==> config.mk <==
export PLATFORM = sky130hd
export DESIGN_NAME = mfpt_ram
export DESIGN_NICKNAME = d
export VERILOG_FILES = /design/src/rtl/mfpt_ram.sv
export SDC_FILE = /design/constraint.sdc
export NUM_CORES = 1
export LEC_CHECK = 0
export ABC_AREA = 1
export BUFFER_PORTS_ARGS = -buffer_cell sky130_fd_sc_hd__clkbuf_2
export CAP_MARGIN = 0
export CORE_MARGIN = 2
export CORE_UTILIZATION = 50
export CTS_BUF_LIST = sky130_fd_sc_hd__clkbuf_16
export DETAILED_ROUTE_END_ITERATION = 8
export PLACE_DENSITY_LB_ADDON = 0.08
export SETUP_SLACK_MARGIN = 0.2
export SYNTH_ARGS = -nofsm -noshare
export SYNTH_HDL_FRONTEND = slang
export SYNTH_SLANG_ARGS = --single-unit
==> constraint.sdc <==
create_clock -name i_clk -period 2 [get_ports i_clk]
set_input_delay 0.2 -clock i_clk [delete_from_list [all_inputs] [get_ports i_clk]]
set_output_delay 0.2 -clock i_clk [all_outputs]
set_load 0.01 [all_outputs]
==> src/rtl/mfpt_ram.sv <==
module mfpt_ram #(
    parameter int WIDTH = 8,
    parameter int DEPTH = 128
) (
    input  logic                     i_clk,
    input  logic                     i_we,
    input  logic [$clog2(DEPTH)-1:0] i_waddr,
    input  logic [WIDTH-1:0]         i_wdata,
    input  logic                     i_re,
    input  logic [$clog2(DEPTH)-1:0] i_raddr,
    output logic [WIDTH-1:0]         o_rdata
);

    logic [WIDTH-1:0] r_mem [DEPTH];
    logic [WIDTH-1:0] r_rdata;

    always_ff @(posedge i_clk) begin
        if (i_we) begin
            r_mem[i_waddr] <= i_wdata;
        end
        if (i_re) begin
            r_rdata <= r_mem[i_raddr];
        end
    end

    assign o_rdata = r_rdata;

endmodule

==> reports/qor.yml <==
port_buffers: 32
die_w_um: 294
slew_headroom_pct: 54.6
design.core.area_um2: 83600
slew_violations: 0
synth.largest_area_cell: "edfxtp_1"
die_area_um2: 86700
wl_mm: 115
cts_tree: "yes"
area_growth_pct: 16.6
synth_xor_area_share_pct: 0
yosysTopAreaCellShare_pct: 73.5
synthAdderAreaFrac_pct: 0
setup.worst_path.start: "r_mem[67][7]"
p_comb_share_pct: 6.8
layout_common_cells: "nand2_1 (1215), edfxtp_1 (1032), nand3_1 (930)"
crit_type: "flop to flop"
drt_pass1_iterations: 6
drtAntennaViolNets: 0
grt_max_degree: 67
start_util_pct: 50.5
start_kind: "flop"
cts_root_buf: "clkbuf_16"
r2r_start: "r_mem[67][7]"
final_common_cell: "nand2_1"
synthSimpleGateAreaFrac_pct: 23.1
path_max_fanout: 1
synth_area_leaders: "edfxtp_1 (73%), nand3_1 (11%), nand2_1 (11%)"
p_sw_share_pct: 22.6
n_antenna_cell: 0
muxShareOfSynthArea_pct: 0
cp_cell_sequence: "nand2_1 > nand3_1 > nand3_1 > nand3_1 > nand2_1 > nand2_1 > nand3_1 > nand2_1 > nand2_1 > nand2_1"
syn_inst: 3575
drv_cap: 0
fp.dieH_um: 294
status: "completed"
p_leak_nw: 18.0
cp_slowest_stage_delay_ns: 0.37
ys_seq_area_share_pct: 73.5
hp-class: "input port to flop"
grtUsageTotal_pct: 26.8
cpMaxStageDelayCell: "edfxtp_1"
worst_pin_slew_ns: 0.681
rsz0062_at_grt: "false"
synth_nets: 3600
tns_ns: 0
avgViaCountPerCell: 5.64
fin_nets: 3833
finalSetupViolCount: 0
synth-compound-area-share_pct: 0
syn-cell-area_um2: 42200
cts_htree_levels: 3
drive_gt1_share_pct: 13.1
ir_drop_mv: 0.860
clk_path_buf_depth: 3
timing.final.crit_share_pct: 83.0
power_frac_seq_pct: 51.6
endpoint_kind: "flop"
rows: 106
clkPwrFrac_pct: 41.5
post_drt_wl_per_cell_um: 23.1
min_period_ns: 1.66
clkTransAtPathRegs_ns: 0.06
fill_cells: 6710
ys_warn_count: 0
ys_ff_latch: 1032
drtIter0Drc: 2980
place_ws_ns: -0.250
grt_pass1_wl_mm: 172
cp.arrival_ns: 2.08
grt_pass1_vias: 27036
synth.distinct_cells: 13
syn_avg_cell_area_um2: 11.8
dr_total_vias: 28019
dp_hpwl_mm: 72.9
setup_slack_ns: 0.340
antenna_found_initial: 4
cts-buffers-inserted: 105
p_switching_w: 0.0105
boundaryPins: 33
drc: 0
finClkSkew_ns: 0.0157
synth_top_family_by_area: "simple AND/OR/NAND/NOR gates"
internal-power_w: 0.0359
clkLatencyLatePin_ns: 0.66
hold_viol: 0
clock.fmax_mhz: 602
overflow: 0
routabilityCongestion: 0.915
p_per_area_nw_per_um2: 944
cts.sinks: 1032
path_common_cell: "nand2_1"
hold_start: "i_wdata[4]"
cp.required_ns: 2.42
metrics by stage:
step / utilization [%] / instances / hold slack (ns) / power [W] / cell area, µm²
floorplan: - / 3575 / 0.299 / 0.0260 / 42200
global placement: 54.7 / 4775 / 0.571 / 0.0275 / 45700
detailed placement: 54.7 / 4775 / 0.573 / 0.0276 / 45700
CTS: 58.9 / 4971 / 0.0405 / 0.0467 / 49200
global route: 58.9 / 4971 / 0.0571 / 0.0479 / 49200
finish: 58.9 / 4971 / 0.0548 / 0.0464 / 49200
cells by family (layout without fill, tap and decap cells):
kind of cell / Yosys count / in the layout
AND/OR/NAND/NOR: 2288 / 2288
buffers and inverters: 255 / 571
flip-flops: 1032 / 1032
state kept, by name, indices dropped and copies added (netlist names):
| signal | count |
|---|---|
| r_mem | 1024 |
| o_rdata | 8 |
cell usage after synthesis (all sizes together):
master,number
nand2,1215
edfxtp,1032
nand3,931
buf,197
nor2,134
clkbuf,34
inv,24
nor3,8
final cells by class:
type,count,area (µm²),share of cell area [%]
tap,1080,1350,2.75
inverter,24,116,0.237
multi-input combinational,2288,9770,19.9
clock buffer,106,2650,5.39
timing repair buffer,357,3560,7.23
sequential,1032,31000,63.0
clock inverter,84,744,1.51
power by group through the flow:
stage / sequential [W] / clock (W) / combinational [W]
after global routing: 0.0239 / 0.0205 / 0.00344
final: 0.0240 / 0.0193 / 0.00317
after detailed placement: 0.0244 / 0 / 0.00315
after CTS: 0.0239 / 0.0196 / 0.00317
after global placement: 0.0244 / 0 / 0.00313
after floorplan: 0.0244 / 0 / 0.00157
worst max-delay path, delay by kind of cell (launching register included):
| family | cells | cell delay, ns |
|---|---|---|
| flip-flops | 1 | 0.37 |
| AND/OR/NAND/NOR | 10 | 1.04 |
metal layers:
| metal | GRT usage (%) | wire length (µm) |
|---|---|---|
| met5 | 0 | 36 |
| met4 | 7.17 | 2520 |
| met3 | 4.18 | 8750 |
| met2 | 42.5 | 53900 |
| met1 | 38.9 | 49800 |
final timing paths:
| path | to | slack [ns] | depth (start not counted) |
|---|---|---|---|
| max reg2reg | o_rdata[7] | 0.34 | 10 |
| min reg2reg | o_rdata[7] | 1.01 | 10 |
| min | r_mem[61][4] | 0.05 | 1 |
| max | o_rdata[7] | 0.34 | 10 |
timing repair:
action                                  4_1_cts  5_1_grt
gates resized for setup                       0        1
setup buffers                                 0        0
hold buffers                                  6        0
endpoints found under the setup margin        0        1
endpoints found under the hold margin        74        0
Power figures use the tool's default switching activity.
